[src/design/aip_pkg.sv]
`timescale 1ns / 1ps

package aip_pkg;

  // Width of one text character and of the parsed result.
  localparam int unsigned CharW  = 8;
  localparam int unsigned ValueW = 32;

  // Accumulator width: the largest magnitude kept is 2^31, and times 16 plus 15
  // stays below 2^36.
  localparam int unsigned AccW = ValueW + 4;

  // Queue between the classifier and the parser core.
  localparam int unsigned QueueDepth = 2;
  localparam int unsigned QueuePtrW  = $clog2(QueueDepth);
  localparam int unsigned QueueCntW  = $clog2(QueueDepth + 1);

  // Magnitude limits for the signed 32-bit range.
  localparam logic [AccW-1:0] PosLimit = AccW'(32'h7FFF_FFFF);
  localparam logic [AccW-1:0] NegLimit = AccW'(32'h8000_0000);

  // ASCII codes that the classifier looks for.
  localparam logic [CharW-1:0] ChSpace = 8'h20;
  localparam logic [CharW-1:0] ChTab   = 8'h09;
  localparam logic [CharW-1:0] ChCr    = 8'h0D;
  localparam logic [CharW-1:0] ChLf    = 8'h0A;
  localparam logic [CharW-1:0] ChMinus = 8'h2D;
  localparam logic [CharW-1:0] ChZero  = 8'h30;
  localparam logic [CharW-1:0] ChNine  = 8'h39;
  localparam logic [CharW-1:0] ChLowA  = 8'h61;
  localparam logic [CharW-1:0] ChLowF  = 8'h66;
  localparam logic [CharW-1:0] ChUpA   = 8'h41;
  localparam logic [CharW-1:0] ChUpF   = 8'h46;
  localparam logic [CharW-1:0] ChLowX  = 8'h78;
  localparam logic [CharW-1:0] ChUpX   = 8'h58;

  // One classified character as it travels through the queue.
  typedef struct packed {
    logic       last;
    logic       is_space;
    logic       is_minus;
    logic       is_zero;
    logic       is_x;
    logic       is_dec;
    logic       is_hexl;
    logic [3:0] dval;
  } aip_class_t;

endpackage

[src/design/aip_front.sv]
`timescale 1ns / 1ps

module aip_front (
  input  logic [aip_pkg::CharW-1:0] ch_i,
  input  logic                      last_i,
  output aip_pkg::aip_class_t       class_o
);
  import aip_pkg::*;

  logic is_dec;
  logic is_low;
  logic is_up;

  assign is_dec = (ch_i >= ChZero) && (ch_i <= ChNine);
  assign is_low = (ch_i >= ChLowA) && (ch_i <= ChLowF);
  assign is_up  = (ch_i >= ChUpA) && (ch_i <= ChUpF);

  always_comb begin
    class_o.last     = last_i;
    class_o.is_space = (ch_i == ChSpace) || (ch_i == ChTab) ||
                       (ch_i == ChCr) || (ch_i == ChLf);
    class_o.is_minus = (ch_i == ChMinus);
    class_o.is_zero  = (ch_i == ChZero);
    class_o.is_x     = (ch_i == ChLowX) || (ch_i == ChUpX);
    class_o.is_dec   = is_dec;
    class_o.is_hexl  = is_low || is_up;
    // Letters a..f and A..F both carry their value minus nine in the low nibble.
    class_o.dval     = is_dec ? ch_i[3:0] : 4'(ch_i[3:0] + 4'd9);
  end

endmodule

[src/design/aip_queue.sv]
`timescale 1ns / 1ps

module aip_queue (
  input  logic                clk_i,
  input  logic                rst_ni,
  input  logic                push_i,
  input  aip_pkg::aip_class_t push_data_i,
  output logic                full_o,
  input  logic                pop_i,
  output logic                head_valid_o,
  output aip_pkg::aip_class_t head_o
);
  import aip_pkg::*;

  aip_class_t mem_q [QueueDepth];
  logic [QueuePtrW-1:0] wr_ptr_q, wr_ptr_d;
  logic [QueuePtrW-1:0] rd_ptr_q, rd_ptr_d;
  logic [QueueCntW-1:0] count_q, count_d;
  logic do_push;
  logic do_pop;

  assign full_o       = (count_q == QueueCntW'(QueueDepth));
  assign head_valid_o = (count_q != '0);
  assign head_o       = mem_q[rd_ptr_q];
  assign do_push      = push_i && !full_o;
  assign do_pop       = pop_i && head_valid_o;

  always_comb begin
    wr_ptr_d = wr_ptr_q;
    rd_ptr_d = rd_ptr_q;
    count_d  = count_q;
    if (do_push) begin
      wr_ptr_d = (wr_ptr_q == QueuePtrW'(QueueDepth - 1)) ? '0 : wr_ptr_q + 1'b1;
    end
    if (do_pop) begin
      rd_ptr_d = (rd_ptr_q == QueuePtrW'(QueueDepth - 1)) ? '0 : rd_ptr_q + 1'b1;
    end
    if (do_push && !do_pop) begin
      count_d = count_q + 1'b1;
    end else if (do_pop && !do_push) begin
      count_d = count_q - 1'b1;
    end
  end

  always_ff @(posedge clk_i or negedge rst_ni) begin
    if (!rst_ni) begin
      wr_ptr_q <= '0;
      rd_ptr_q <= '0;
      count_q  <= '0;
    end else begin
      wr_ptr_q <= wr_ptr_d;
      rd_ptr_q <= rd_ptr_d;
      count_q  <= count_d;
    end
  end

  always_ff @(posedge clk_i) begin
    if (do_push) begin
      mem_q[wr_ptr_q] <= push_data_i;
    end
  end

  assert property (@(posedge clk_i) disable iff (!rst_ni)
    count_q <= QueueCntW'(QueueDepth))
    else $error("queue count beyond depth");

  assert property (@(posedge clk_i) disable iff (!rst_ni)
    (do_push && !do_pop) |=> (count_q == $past(count_q) + 1'b1))
    else $error("queue count missed a push");

  assert property (@(posedge clk_i) disable iff (!rst_ni)
    (count_q == '0) |-> (wr_ptr_q == rd_ptr_q))
    else $error("empty queue with unequal pointers");

endmodule

[src/design/aip_back.sv]
`timescale 1ns / 1ps

module aip_back (
  input  logic                       clk_i,
  input  logic                       rst_ni,
  input  logic                       head_valid_i,
  input  aip_pkg::aip_class_t        head_i,
  output logic                       pop_o,
  output logic                       out_valid_o,
  input  logic                       out_stall_i,
  output logic                       valid_res_o,
  output logic signed [aip_pkg::ValueW-1:0] value_o
);
  import aip_pkg::*;

  localparam logic [2:0] PhLead   = 3'd0;
  localparam logic [2:0] PhZero   = 3'd1;
  localparam logic [2:0] PhPrefix = 3'd2;
  localparam logic [2:0] PhSign   = 3'd3;
  localparam logic [2:0] PhDigits = 3'd4;
  localparam logic [2:0] PhTrail  = 3'd5;

  logic [2:0]        phase_q, phase_d;
  logic [ValueW-1:0] mag_q, mag_d;
  logic              neg_q, neg_d;
  logic              hex_q, hex_d;
  logic              seen_q, seen_d;
  logic              failed_q, failed_d;

  logic              out_valid_q, out_valid_d;
  logic              res_ok_q;
  logic [ValueW-1:0] res_val_q;

  // State after the character alone, before the end-of-text return to idle.
  logic [2:0]        st_phase;
  logic [ValueW-1:0] st_mag;
  logic              st_neg;
  logic              st_hex;
  logic              st_seen;
  logic              st_failed;

  logic              can_emit;
  logic              is_digit;
  logic              take;
  logic [AccW-1:0]   acc_in;
  logic [AccW-1:0]   acc_scaled;
  logic [AccW-1:0]   acc_next;
  logic [AccW-1:0]   limit;
  logic              over;
  logic              ok;

  assign can_emit = !out_valid_q || !out_stall_i;
  // Only the last character of a text produces a result and needs the output slot.
  assign pop_o    = head_valid_i && (!head_i.last || can_emit);
  assign is_digit = head_i.is_dec || (hex_q && head_i.is_hexl);

  assign acc_in     = {{(AccW-ValueW){1'b0}}, mag_q};
  assign acc_scaled = hex_q ? (acc_in << 4) : ((acc_in << 3) + (acc_in << 1));
  assign acc_next   = acc_scaled + {{(AccW-4){1'b0}}, head_i.dval};
  assign limit      = neg_q ? NegLimit : PosLimit;
  assign over       = (acc_next > limit);

  always_comb begin
    st_phase  = phase_q;
    st_mag    = mag_q;
    st_neg    = neg_q;
    st_hex    = hex_q;
    st_seen   = seen_q;
    st_failed = failed_q;
    take      = 1'b0;
    if (!failed_q) begin
      unique case (phase_q)
        PhLead: begin
          if (head_i.is_space) begin
            st_phase = PhLead;
          end else if (head_i.is_minus) begin
            st_neg   = 1'b1;
            st_phase = PhSign;
          end else if (head_i.is_zero) begin
            st_mag   = '0;
            st_seen  = 1'b1;
            st_phase = PhZero;
          end else if (is_digit) begin
            take = 1'b1;
          end else begin
            st_failed = 1'b1;
          end
        end
        PhZero: begin
          if (head_i.is_x) begin
            st_hex   = 1'b1;
            st_seen  = 1'b0;
            st_mag   = '0;
            st_phase = PhPrefix;
          end else if (is_digit) begin
            take = 1'b1;
          end else if (head_i.is_space) begin
            st_phase = PhTrail;
          end else begin
            st_failed = 1'b1;
          end
        end
        PhPrefix: begin
          if (head_i.is_minus) begin
            st_neg   = 1'b1;
            st_phase = PhSign;
          end else if (is_digit) begin
            take = 1'b1;
          end else if (head_i.is_space) begin
            st_phase = PhTrail;
          end else begin
            st_failed = 1'b1;
          end
        end
        PhSign: begin
          if (is_digit) begin
            take = 1'b1;
          end else begin
            st_failed = 1'b1;
          end
        end
        PhDigits: begin
          if (is_digit) begin
            take = 1'b1;
          end else if (head_i.is_space) begin
            st_phase = PhTrail;
          end else begin
            st_failed = 1'b1;
          end
        end
        default: begin
          if (!head_i.is_space) begin
            st_failed = 1'b1;
          end
        end
      endcase
      if (take) begin
        st_seen  = 1'b1;
        st_phase = PhDigits;
        if (over) begin
          st_failed = 1'b1;
        end else begin
          st_mag = acc_next[ValueW-1:0];
        end
      end
    end
  end

  assign ok = !st_failed && st_seen;

  always_comb begin
    phase_d     = phase_q;
    mag_d       = mag_q;
    neg_d       = neg_q;
    hex_d       = hex_q;
    seen_d      = seen_q;
    failed_d    = failed_q;
    out_valid_d = out_valid_q && out_stall_i;
    if (pop_o) begin
      if (head_i.last) begin
        phase_d     = PhLead;
        mag_d       = '0;
        neg_d       = 1'b0;
        hex_d       = 1'b0;
        seen_d      = 1'b0;
        failed_d    = 1'b0;
        out_valid_d = 1'b1;
      end else begin
        phase_d  = st_phase;
        mag_d    = st_mag;
        neg_d    = st_neg;
        hex_d    = st_hex;
        seen_d   = st_seen;
        failed_d = st_failed;
      end
    end
  end

  always_ff @(posedge clk_i or negedge rst_ni) begin
    if (!rst_ni) begin
      phase_q     <= PhLead;
      mag_q       <= '0;
      neg_q       <= 1'b0;
      hex_q       <= 1'b0;
      seen_q      <= 1'b0;
      failed_q    <= 1'b0;
      out_valid_q <= 1'b0;
    end else begin
      phase_q     <= phase_d;
      mag_q       <= mag_d;
      neg_q       <= neg_d;
      hex_q       <= hex_d;
      seen_q      <= seen_d;
      failed_q    <= failed_d;
      out_valid_q <= out_valid_d;
    end
  end

  always_ff @(posedge clk_i) begin
    if (pop_o && head_i.last) begin
      res_ok_q  <= ok;
      res_val_q <= ok ? (st_neg ? (ValueW'(0) - st_mag) : st_mag) : '0;
    end
  end

  assign out_valid_o = out_valid_q;
  assign valid_res_o = res_ok_q;
  assign value_o     = res_val_q;

  assert property (@(posedge clk_i) disable iff (!rst_ni)
    mag_q <= NegLimit[ValueW-1:0])
    else $error("magnitude above the negative limit");

  assert property (@(posedge clk_i) disable iff (!rst_ni)
    !neg_q |-> (mag_q <= PosLimit[ValueW-1:0]))
    else $error("positive magnitude out of range");

  assert property (@(posedge clk_i) disable iff (!rst_ni)
    (phase_q == PhPrefix) |-> (hex_q && !seen_q && !neg_q))
    else $error("prefix phase without hex mode");

  assert property (@(posedge clk_i) disable iff (!rst_ni)
    (out_valid_q && !res_ok_q) |-> (res_val_q == '0))
    else $error("invalid result with nonzero value");

  assert property (@(posedge clk_i) disable iff (!rst_ni)
    (head_valid_i && head_i.last && !can_emit) |-> !pop_o)
    else $error("end of text taken while the output slot is busy");

endmodule

[src/design/ascii_integer_parser.sv]
`timescale 1ns / 1ps
// Path: a character marked last is written into the queue, and its result is then
//   registered in the output register.
// Throughput: one character per cycle while in_stall_o is low; the parser core updates
//   its accumulator by a shift-and-add multiply by ten or sixteen once per character.
// Reset: rst_ni is asynchronous and active low; it empties the queue and returns the
//   parser to the leading whitespace phase with no result pending.
module ascii_integer_parser (
  input  logic                              clk_i,
  input  logic                              rst_ni,
  input  logic [aip_pkg::CharW-1:0]         ch_i,
  input  logic                              last_i,
  input  logic                              in_valid_i,
  output logic                              in_stall_o,
  output logic                              valid_res_o,
  output logic signed [aip_pkg::ValueW-1:0] value_o,
  output logic                              out_valid_o,
  input  logic                              out_stall_i
);
  import aip_pkg::*;

  // The front end classifies each character as it arrives: whitespace, minus sign,
  // leading zero, hex prefix letter, decimal digit or hex letter, plus the digit
  // value. That classification does not depend on the parser state, so it can be
  // computed before the queue.
  aip_class_t in_class;
  aip_class_t head;
  logic       head_valid;
  logic       pop;
  logic       full;

  aip_front u_front (
    .ch_i    (ch_i),
    .last_i  (last_i),
    .class_o (in_class)
  );

  // The short queue decouples the input side from the parser core. A transfer is
  // refused only when the queue is full, which happens only while the result
  // register is held by a stalled receiver and another end of text is waiting.
  aip_queue u_queue (
    .clk_i        (clk_i),
    .rst_ni       (rst_ni),
    .push_i       (in_valid_i),
    .push_data_i  (in_class),
    .full_o       (full),
    .pop_i        (pop),
    .head_valid_o (head_valid),
    .head_o       (head)
  );

  assign in_stall_o = full;

  // The parser core keeps phase, sign, base and magnitude, and writes one result
  // into its output register for every text. Characters that are not the last one
  // keep flowing even while that register waits to be taken.
  aip_back u_back (
    .clk_i        (clk_i),
    .rst_ni       (rst_ni),
    .head_valid_i (head_valid),
    .head_i       (head),
    .pop_o        (pop),
    .out_valid_o  (out_valid_o),
    .out_stall_i  (out_stall_i),
    .valid_res_o  (valid_res_o),
    .value_o      (value_o)
  );

endmodule

[config.mk]
export PLATFORM = sky130hd
export DESIGN_NAME = ascii_integer_parser
export DESIGN_NICKNAME = d
export VERILOG_FILES = /design/src/design/aip_pkg.sv /design/src/design/aip_front.sv /design/src/design/aip_queue.sv /design/src/design/aip_back.sv /design/src/design/ascii_integer_parser.sv
export SDC_FILE = /design/constraint.sdc
export NUM_CORES = 1
export LEC_CHECK = 0
export ABC_AREA = 0
export BUFFER_PORTS_ARGS = -buffer_cell sky130_fd_sc_hd__buf_2
export CORE_UTILIZATION = 65
export CTS_BUF_LIST = sky130_fd_sc_hd__clkbuf_4 sky130_fd_sc_hd__clkbuf_8
export DETAILED_ROUTE_END_ITERATION = 6
export GPL_TIMING_DRIVEN = 0
export HOLD_SLACK_MARGIN = 0.1
export PLACE_DENSITY_LB_ADDON = 0.3
export SLEW_MARGIN = 20
export SYNTH_ARGS = -nofsm -noshare
export SYNTH_HDL_FRONTEND = slang
export SYNTH_SLANG_ARGS = --single-unit
[constraint.sdc]
create_clock -name clk_i -period 12.1 [get_ports clk_i]
set_clock_uncertainty 0.1 [all_clocks]
set_input_delay 0.605 -clock clk_i [delete_from_list [all_inputs] [get_ports clk_i]]
set_output_delay 0.605 -clock clk_i [all_outputs]
set_load 0.02 [all_outputs]
==> metrics.md, run 1 <==
| Metric | Value |
|---|---|
| Final TNS setup | 0 ps |
| FF+latch count, synth | 99 |
| Die footprint | 15900 um2 |
| Mapped Nets | 1327 |
| Initial antenna violation count | 0 |
| Io pins | 48 |
| Core ar. | 15100 um2 |
| Gpl congestion | 0.992 |
| MaxCap Viol Count | 0 |
| CP dominant cell by count | clkbuf_1 |
| # nets final | between 1000 and 1500 |
| Combinational power share | 72.1% |
| Largest net degree at the start of global routing | 45 |
| Clk sink count | 99 |
| Post-route setup slack | 598 ps |
| Worst setup EP type | register |
| Critical path arrival | ~12000 ps |
| Worst-path clk slew | 110 ps |
| Number of fill cells | 1210 |
| Die Height | between 100 and 150 um |
| Max-slew violation count | 0 |
| Initial Util | 66.2% |
| Main synth FF type | edfxtp_1 |
| Pre-CTS setup slack | 792 ps |
| Power per standard cell area | 270 nW/um2 |
| Maximum VDD drop | around 0.00017 V |
| YS warnings | 0 |
| CP bufs+invs | 10 |
| Final hold vios | 0 |
| H-tree depth | 3 |
| CTS Buffer Depth | 2 |
| Area growth from synthesis to layout | 6.64% |
| WS Path Type | register to register |
| Layout cell share with drive strength beyond 1 | 9.90% |
| Net Sw Frac | a little under three fifths |
| Worst path max stage delay | ~580 ps |
| Worst R2R Start | u_back.hex_q |
| Reg2Reg Depth | 37 |
| Final WL | 31.0 mm |
| First-pass iteration count of the detailed router | 7 |
| Detail-routed via count per cell | 6.98 |
| Clk root buf | clkbuf_8 |
| Setup violators final | 0 |
| Fmax | between 80 and 90 MHz |
| Number of DRC markers after the initial detailed-route iteration | 1204 |
| Crit path max-delay family | buffers and inverters |
| Relative slew margins | 24.8% |
| EDFF count, synth | 55 |
| Antenna Cells | 0 |
| Register area share after synthesis | 27.5% |
| Worst-margin pin slew | 1120 ps |
| DRC | 0 |
| Net Sw Power | 1600 uW |
| Clock Latency Late Sink | 400 ps |
| Tmin final | 11500 ps |
| WL/cell | 20.8 um |
| Clock power frac | 7.3% |
| Count of cell types in the netlist | 90 |
| Leakage Power | 0.00445 uW |
| Total global routing overflow | 0 |
| Cell count after synthesis | 1241 |
| CP Max Fanout | 10 |
| Worst Hold Class | input port to async pin |
| Seq pwr share | 20.6% |
| ANT nets after route | 0 |
| Chip Width | approximately 130 um |
| I/O Buffers | 46 |
| Finished Core Util | 70.6% |
| First-pass GRT wire length | 49.2 mm |
| Syn avg cell area | roughly 8.1 um2 |
| CP Launch Point | u_back.hex_q |
| Outcome | complete, no violations |
| CTS tree | done |
| Half-perimeter wire length after placement | 24.0 mm |
| Cell area after synthesis | 10000 um2 |
| Startpoint types | register |
| Asr flop ratio synth | 44.4% |
| Number of global-route vias before repair | 9622 |
| Internal power | 1280 uW |
| Period utilisation layout | a little over nine tenths |
| Crit-path slowest cell | nor4b_2 |
| FP Rows | 45 |
| TritonCTS buffer count | 9 |
| Vias | 10411 |
| Worst endpoint required time | between 10000 and 15000 ps |
| GR Util All Layers | around two fifths |
| Reg2Reg Setup Slack | 600 ps |
| RSZ-0062 raised after global routing | false |
| Reg2reg end | u_back.value_o[18] |
-- metal layers --
metal	GRT usage (%)	vias to the layer above	wire, um	share of wire (%)
li1	-	4755	-	-
met1	50.9	4794	11900	38
met2	64.1	706	14200	46
met3	7.01	156	3200	10
met4	19.8	0	1650	5.3
met5	0	-	0	0
-- worst reg2reg max path: cells and delay by family, from the launching register on --
kind            cells  cell delay [ps]
compound gates     11             2640
xor+xnor            1              380
fa+ha+maj           3              890
buf+inv            10             3410
flops               1              550
mux                 2              300
simple gates       10             3060
-- state kept, by name (all words and copies together), names as in the netlist --
| name | count |
|---|---|
| u_back.mag_q | 32 |
| u_back.value_o | 32 |
| u_queue.mem_q | 22 |
| u_back.phase_q | 3 |
| u_queue.count_q | 2 |
| u_back.failed_q | 1 |
| u_back.hex_q | 1 |
| u_back.neg_q | 1 |
| u_back.out_valid_o | 1 |
| u_back.seen_q | 1 |
| u_back.valid_res_o | 1 |
| u_queue.rd_ptr_q | 1 |
| u_queue.wr_ptr_q | 1 |
-- how the worst max path moves through the flow --
stage	to	slack, ps	cells after the start
after global placement	u_back.value_o[18]	890	37
final	u_back.value_o[18]	600	37
after CTS	u_back.value_o[18]	710	37
after floorplan	u_back.value_o[18]	3280	36
after global routing	u_back.value_o[18]	70	39
after detailed placement	u_back.value_o[18]	790	37
-- cell usage after synthesis, types with 8 or more instances --
master,instances,share of area (%)
buf_2,11,0.55
nand3_1,36,1.8
nor2b_1,16,1.0
xor2_1,18,1.6
o211ai_1,18,1.3
a21oi_1,94,4.7
a21o_1,17,1.3
a31oi_1,37,2.3
nand2_1,170,6.4
nor3_1,38,1.9
nand2b_1,32,2.0
o21ai_0,87,4.3
dfrtp_1,44,11
o21a_1,11,0.82
inv_1,38,1.4
a211oi_1,14,1.0
nor2_1,79,3.0
xnor2_1,35,3.1
nor4_1,10,0.62
and4_1,8,0.70
and3_1,12,0.75
edfxtp_1,55,16
mux2i_1,43,4.3
nand4_1,23,1.4
or3_1,9,0.56
a41oi_1,8,0.70
mux2_2,11,1.2
clkbuf_1,48,1.8
ha_1,71,8.9
-- area by class of cell --
| cell class | instances | area [um2] | share of cell area (%) |
|---|---|---|---|
| sequential | 99 | 2750 | 25.8 |
| buffer | 69 | 302 | 2.82 |
| inverter | 39 | 146 | 1.37 |
| clock buffer | 10 | 131 | 1.23 |
| tap | 188 | 235 | 2.20 |
| timing repair buffer | 46 | 233 | 2.18 |
| multi-input combinational | 1034 | 6830 | 63.9 |
| clock inverter | 6 | 62.6 | 0.585 |
-- cells by family after synthesis --
kind of cell | share of synthesized area, %
adders and majority gates | 9.26
muxes | 5.64
DFF | 27.5
and+or+nand+nor | 23.9
buffers and inverters | 4.45
AOI/OAI and AO/OA | 24.6
xor gates and xnor gates | 4.63
-- power groups by stage --
stage | Clock [uW] | Sequential (uW) | Combinational (uW)
after floorplan | 0 | 648 | 1410
after global placement | 0 | 592 | 1960
after detailed placement | 0 | 598 | 2000
after CTS | 213 | 591 | 2020
after global routing | 226 | 603 | 2230
final | 212 | 594 | 2080
-- layout by cell type (no fill, tap or decap), drive strengths merged, types with 18 or more instances in the layout --
| cell | netlist | routed |
|---|---|---|
| a21oi | 94 | 94 |
| a31oi | 38 | 38 |
| buf | 20 | 65 |
| clkbuf | 49 | 60 |
| dfrtp | 44 | 44 |
| edfxtp | 55 | 55 |
| ha | 71 | 71 |
| inv | 39 | 41 |
| mux2i | 43 | 43 |
| nand2 | 170 | 170 |
| nand2b | 32 | 32 |
| nand3 | 36 | 36 |
| nand4 | 23 | 23 |
| nor2 | 80 | 80 |
| nor3 | 39 | 39 |
| o211ai | 18 | 18 |
| o21ai | 94 | 94 |
| xnor2 | 35 | 35 |
| xor2 | 18 | 18 |
-- per-stage QoR --
step / power (uW) / area [um2] / std cells / hold WS (ps)
detailed placement: 2600 / 10500 / 1475 / 382
CTS: 2820 / 10700 / 1491 / 275
global route: 3060 / 10700 / 1491 / 142
finish: 2890 / 10700 / 1491 / 97.7
floorplan: 2060 / 10000 / 1241 / 209
global placement: 2550 / 10500 / 1475 / 371
-- timing repair --
item                                    in CTS  in global routing
resized for setup                            0                  2
buffers inserted                             0                  0
endpoints found under the setup margin       0                 12
hold buffers                                 0                  0
Power figures use the tool's default switching activity.
==> run 2: changes to the inputs <==
--- a/config.mk
+++ b/config.mk
@@ -7,7 +7,8 @@
 export LEC_CHECK = 0
 export ABC_AREA = 0
 export BUFFER_PORTS_ARGS = -buffer_cell sky130_fd_sc_hd__buf_2
-export CORE_UTILIZATION = 65
+export CORE_ASPECT_RATIO = 1.5
+export CORE_UTILIZATION = 45
 export CTS_BUF_LIST = sky130_fd_sc_hd__clkbuf_4 sky130_fd_sc_hd__clkbuf_8
 export DETAILED_ROUTE_END_ITERATION = 6
 export GPL_TIMING_DRIVEN = 0
==> run 2 against run 1 <==
Design area increased by 1.2%; maximum frequency decreased by 1.6%; count of clock-buffer cells in the layout unchanged; utilization fell by 21 points; wire length grew 12%; die area is 44% higher; hold slack better by 11 ps; non-clock buffer count unchanged.
==> metrics.md, run 2 (synthesized netlist as in run 1, its figures left out) <==
| Metric | Value |
|---|---|
| Fmax | about 86 MHz |
| First-pass GRT wire length | ~54 mm |
| Initial antenna violation count | 0 |
| Post-route setup slack | 413 ps |
| Hold buffer count at CTS | 0 |
| Top Usage Layer GRT | met2 |
| CTS Buffer Depth | 2 |
| Period utilisation layout | 96.6% |
| Io pins | 48 |
| Chip Width | 124 um |
| Crit-path slowest cell | a2111oi_0 |
| Internal power | 1290 uW |
| Gpl congestion | about 0.98 |
| CP bufs+invs | 9 |
| Startpoint types | register |
| Antenna Cells | 0 |
| Crit path max-delay family | buffers and inverters |
| CP Max Fanout | 10 |
| Clock power frac | 7.3% |
| Final WL | 34.6 mm |
| WS Path Type | register to register |
| Detail-routed via count per cell | 6.44 |
| Leakage Power | 0.00448 uW |
| CTS tree | done |
| Clk root buf | clkbuf_8 |
| Worst-path clk slew | 110 ps |
| Net Sw Power | 1700 uW |
| MaxCap Viol Count | 0 |
| Clk sink count | 99 |
| Critical path arrival | 11810 ps |
| Reg2Reg Depth | 36 |
| FP Rows | 66 |
| GR Util met1 | 34.2% |
| RSZ-0062 raised after global routing | false |
| Final TNS setup | 0 ps |
| Layout cell share with drive strength beyond 1 | between 10% and 20% |
| Met3 Use GR | between 5 and 6% |
| Worst endpoint required time | 12230 ps |
| DRC | 0 |
| Vias | about 10000 |
| Die footprint | between 20000 and 25000 um2 |
| Worst setup EP type | register |
| Tmin final | 11690 ps |
| Most frequent cells in the layout | nand2_1, a21oi_1, o21ai_0 |
| Number of global-route vias before repair | 9770 |
| Pre-CTS setup slack | 12.8 ps |
| Relative slew margins | 31.5% |
| Seq pwr share | around a fifth |
| Reg2Reg Setup Slack | slightly above 400 ps |
| Initial Util | between 40% and 50% |
| Die Height | 185 um |
| GR Util All Layers | 31.4% |
| Commonest non-fill, non-tap cell in the layout | nand2_1 |
| Final instance area | between 10000 and 15000 um2 |
| Number of DRC markers after the initial detailed-route iteration | 1002 |
| # nets final | approximately 1400 |
| Largest net degree at the start of global routing | 45 |
| Core ar. | 21800 um2 |
| Power per standard cell area | 276 nW/um2 |
| I/O Buffers | between 40 and 50 |
| H-tree depth | 3 |
| Worst path max stage delay | 660 ps |
| Max-slew violation count | 0 |
| WL/cell | 22.0 um |
| Reg2reg end | u_back.value_o[28] |
| Met2 Usage GRT | 53.4% |
| Worst-margin pin slew | 1020 ps |
| Outcome | complete, no violations |
| ANT nets after route | 0 |
| Worst R2R Start | u_back.hex_q |
| Area growth from synthesis to layout | 7.90% |
| Placed Area | 10600 um2 |
| Net Sw Frac | about 57% |
| Final hold vios | 0 |
| Combinational power share | 72.8% |
| First-pass iteration count of the detailed router | 6 |
| Maximum VDD drop | 0.000175 V |
| Worst Hold Class | input port to async pin |
| Finished Core Util | approximately half |
| Clock Latency Late Sink | 400 ps |
| TritonCTS buffer count | 9 |
| Half-perimeter wire length after placement | 26.8 mm |
| Total global routing overflow | 0 |
| Setup violators final | 0 |
run 2: worst register-to-register path: cells and delay by family (launching register included):
family	cells	cell delay (ps)
muxes	2	380
xor gates and xnor gates	1	420
DFF	1	640
buffers and inverters	9	3230
adders and majority gates	3	920
AOI/OAI and AO/OA	11	2950
and+or+nand+nor	10	2910
run 2: routing by layer:
layer | share of wire, % | wire, um
met3 | 6.6 | 2300
met4 | 9.0 | 3120
met1 | 36 | 12600
met5 | 0 | 0
met2 | 48 | 16600
run 2: worst max-delay path by stage:
stage	start	endpoint	slack, ps	cells after the start
after global routing	u_back.hex_q	u_back.value_o[28]	170	36
after global placement	u_back.hex_q	u_back.value_o[28]	20	36
after floorplan	u_back.hex_q	u_back.value_o[18]	3280	36
after detailed placement	u_back.hex_q	u_back.value_o[28]	10	36
after CTS	u_back.hex_q	u_back.value_o[28]	130	36
final	u_back.hex_q	u_back.value_o[28]	410	36
run 2: repair_timing:
item / in CTS / in global routing
endpoints found under the setup margin: 1 / 22
pin swaps: 0 / 0
buffers inserted: 0 / 0
resized for setup: 1 / 6
run 2: stage by stage:
step / instances / hold WS, ps / power (uW)
after floorplan: 1241 / 209 / 2060
after global placement: 1559 / 371 / 2680
after detailed placement: 1559 / 383 / 2710
after CTS: 1575 / 287 / 2930
after global routing: 1575 / 136 / 3180
final: 1575 / 109 / 2990
run 2: power by group through the flow:
stage                     registers (uW)  clock network (uW)  logic [uW]
after floorplan                      648                   0        1410
after global placement               599                   0        2080
after detailed placement             600                   0        2110
after CTS                            593                 220        2120
after global routing                 606                 232        2340
final                                595                 219        2170
run 2: cell type report:
cell class / instances / area (um2)
multi-input combinational: 1034 / 6840
sequential: 99 / 2750
timing repair buffer: 46 / 233
clock buffer: 10 / 138
fill: 2149 / 11000
tap: 272 / 340
buffer: 69 / 304
inverter: 39 / 146
clock inverter: 6 / 61.3
==> run 3: changes to the inputs <==
--- a/config.mk
+++ b/config.mk
@@ -8,6 +8,7 @@
 export ABC_AREA = 0
 export BUFFER_PORTS_ARGS = -buffer_cell sky130_fd_sc_hd__buf_2
 export CORE_ASPECT_RATIO = 1.5
+export CORE_MARGIN = 10
 export CORE_UTILIZATION = 45
 export CTS_BUF_LIST = sky130_fd_sc_hd__clkbuf_4 sky130_fd_sc_hd__clkbuf_8
 export DETAILED_ROUTE_END_ITERATION = 6
==> run 3 against run 2 <==
Critical endpoint unchanged; die area up 26%; non-clock buffer count shrank 1; hold slack improved by 5.6 ps.
==> metrics.md, run 3 (synthesized netlist as in run 1, its figures left out) <==
| Metric | Value |
|---|---|
| H-tree depth | 3 |
| Initial Util | a little under half |
| CP Max Fanout | 19 |
| Area of the multi-input gates | 6840 um2 |
| Worst path max stage delay | 610 ps |
| CTS tree | done |
| Gpl congestion | 0.960 |
| Clk sink count | 99 |
| Number of global-route vias before repair | 9780 |
| Number of fill cells | approximately 2200 |
| WS Path Type | register to register |
| Number of DRC markers after the initial detailed-route iteration | 947 |
| Placed Cells | around 1600 |
| MaxCap Viol Count | 0 |
| WL/cell | ~22 um |
| Most frequent cells in the layout | nand2_1, a21oi_1, o21ai_0 |
| Layout cell share with drive strength beyond 1 | 9.98% |
| Final instance area | roughly 11000 um2 |
| Period utilisation layout | ~94% |
| # nets final | ~1400 |
| Clk root buf | clkbuf_8 |
| Hold slack final | 115 ps |
| Chip Width | 142 um |
| DRC | 0 |
| Commonest non-fill, non-tap cell in the layout | nand2_1 |
| Max-slew violation count | 0 |
| ANT nets after route | 0 |
| TritonCTS buffer count | 9 |
| Worst-margin pin slew | ~950 ps |
| Final hold vios | 0 |
| Worst endpoint required time | 12210 ps |
| Crit-path slowest cell | a2111oi_1 |
| Area growth from synthesis to layout | 7.72% |
| Initial antenna violation count | 0 |
| FP Rows | 66 |
| Die Height | 203 um |
| Placed Area | 10600 um2 |
| Register area | about 2800 um2 |
| CTS Buffer Depth | 2 |
| Detail-routed via count per cell | ~6.4 |
| Worst-path clk slew | 110 ps |
| I/O Buffers | between 40 and 50 |
| Startpoint types | register |
| Vias | 10149 |
| Critical path arrival | 11490 ps |
| Outcome | complete, no violations |
| Tmin final | 11380 ps |
| Total global routing overflow | 0 |
| Setup violators final | 0 |
| Clock Latency Late Sink | 400 ps |
| Io pins | 48 |
| Half-perimeter wire length after placement | 27.6 mm |
| Die footprint | approximately 29000 um2 |
| Worst setup EP type | register |
| Maximum VDD drop | 0.000180 V |
| First-pass GRT wire length | ~54 mm |
| Final WL | 34.8 mm |
| GR Util All Layers | 23.6% |
| Largest net degree at the start of global routing | 45 |
| Fmax | a little under 90 MHz |
| Power per standard cell area | 274 nW/um2 |
| Leakage Power | 0.00447 uW |
| RSZ-0062 raised after global routing | false |
| Setup repair bufs after CTS | 0 |
| First-pass iteration count of the detailed router | 6 |
| Antenna Cells | 0 |
| CP dominant cell by count | ha_1 |
| Final TNS setup | 0 ps |
| Core ar. | 21800 um2 |
| Relative slew margins | between 30% and 40% |
| Fin cells | 1574 |
| Worst Hold Class | input port to async pin |
[run 3: changes by cell type in the layout (fill, tap and decap cells not counted), sizes merged]
cell | before | now
clkbuf | 60 | 58
clkinv | 4 | 3
inv | 40 | 42
[run 3: final cells by class]
type,instances,share of cell area (%)
Sequential cell,99,25.5
Timing Repair Buffer,46,2.15
Buffer,68,2.77
Multi-Input combinational cell,1034,63.4
Clock buffer,9,1.15
Tap cell,272,3.15
Clock inverter,7,0.568
Inverter,39,1.36
[run 3: final timing paths]
check | depth (start not counted) | from | to | slack (ps)
min reg2reg | 2 | u_back.out_valid_o | u_back.out_valid_o | 410
min in group clk_i | 1 | last_i | u_queue.mem_q[0][10] | 310
max | 35 | u_back.hex_q | u_back.value_o[28] | 720
max in group asynchronous | 1 | rst_ni | u_back.neg_q | 11350
min | 1 | rst_ni | u_back.phase_q[1] | 110
max reg2reg | 35 | u_back.hex_q | u_back.value_o[28] | 720
[run 3: stage by stage]
step / worst slack (ps) / util [%] / total power, uW
3_5_place_dp: 17.5 / 48.6 / 2700
5_1_grt: 112 / 49.5 / 3150
2_1_floorplan: 3280 / - / 2060
4_1_cts: 141 / 49.5 / 2920
6_report: 720 / 49.5 / 2960
3_3_place_gp: 84.3 / 48.6 / 2670
[run 3: worst max-delay path, delay by kind of cell (launching register included)]
| family | cells | cell delay, ps |
|---|---|---|
| DFF | 1 | 540 |
| xor gates and xnor gates | 1 | 390 |
| buffers and inverters | 8 | 2790 |
| muxes | 2 | 420 |
| and+or+nand+nor | 11 | 3170 |
| adders and majority gates | 3 | 930 |
| AOI/OAI and AO/OA | 10 | 2820 |
[run 3: repair_timing]
item,4_1_cts,5_1_grt
hold buffers,0,0
gates resized for setup,1,6
endpoints found under the setup margin,3,28
[run 3: power breakdown]
| group | switching, uW | total [uW] | internal, uW | leakage, uW |
|---|---|---|---|---|
| Combinational | 1450 | 2150 | 700 | 0.00325 |
| Sequential | 90.1 | 594 | 504 | 0.00113 |
| Clock | 140 | 219 | 78.6 | 0.0000923 |
| Total | 1680 | 2960 | 1280 | 0.00447 |
[run 3: layer usage]
metal	vias to the layer above	GRT usage, %	part of all wire, %
li1	4750	-	-
met4	0	17.1	8.5
met3	168	3.08	5.5
met1	4734	25.6	37
met2	497	40.9	49
met5	-	0	0
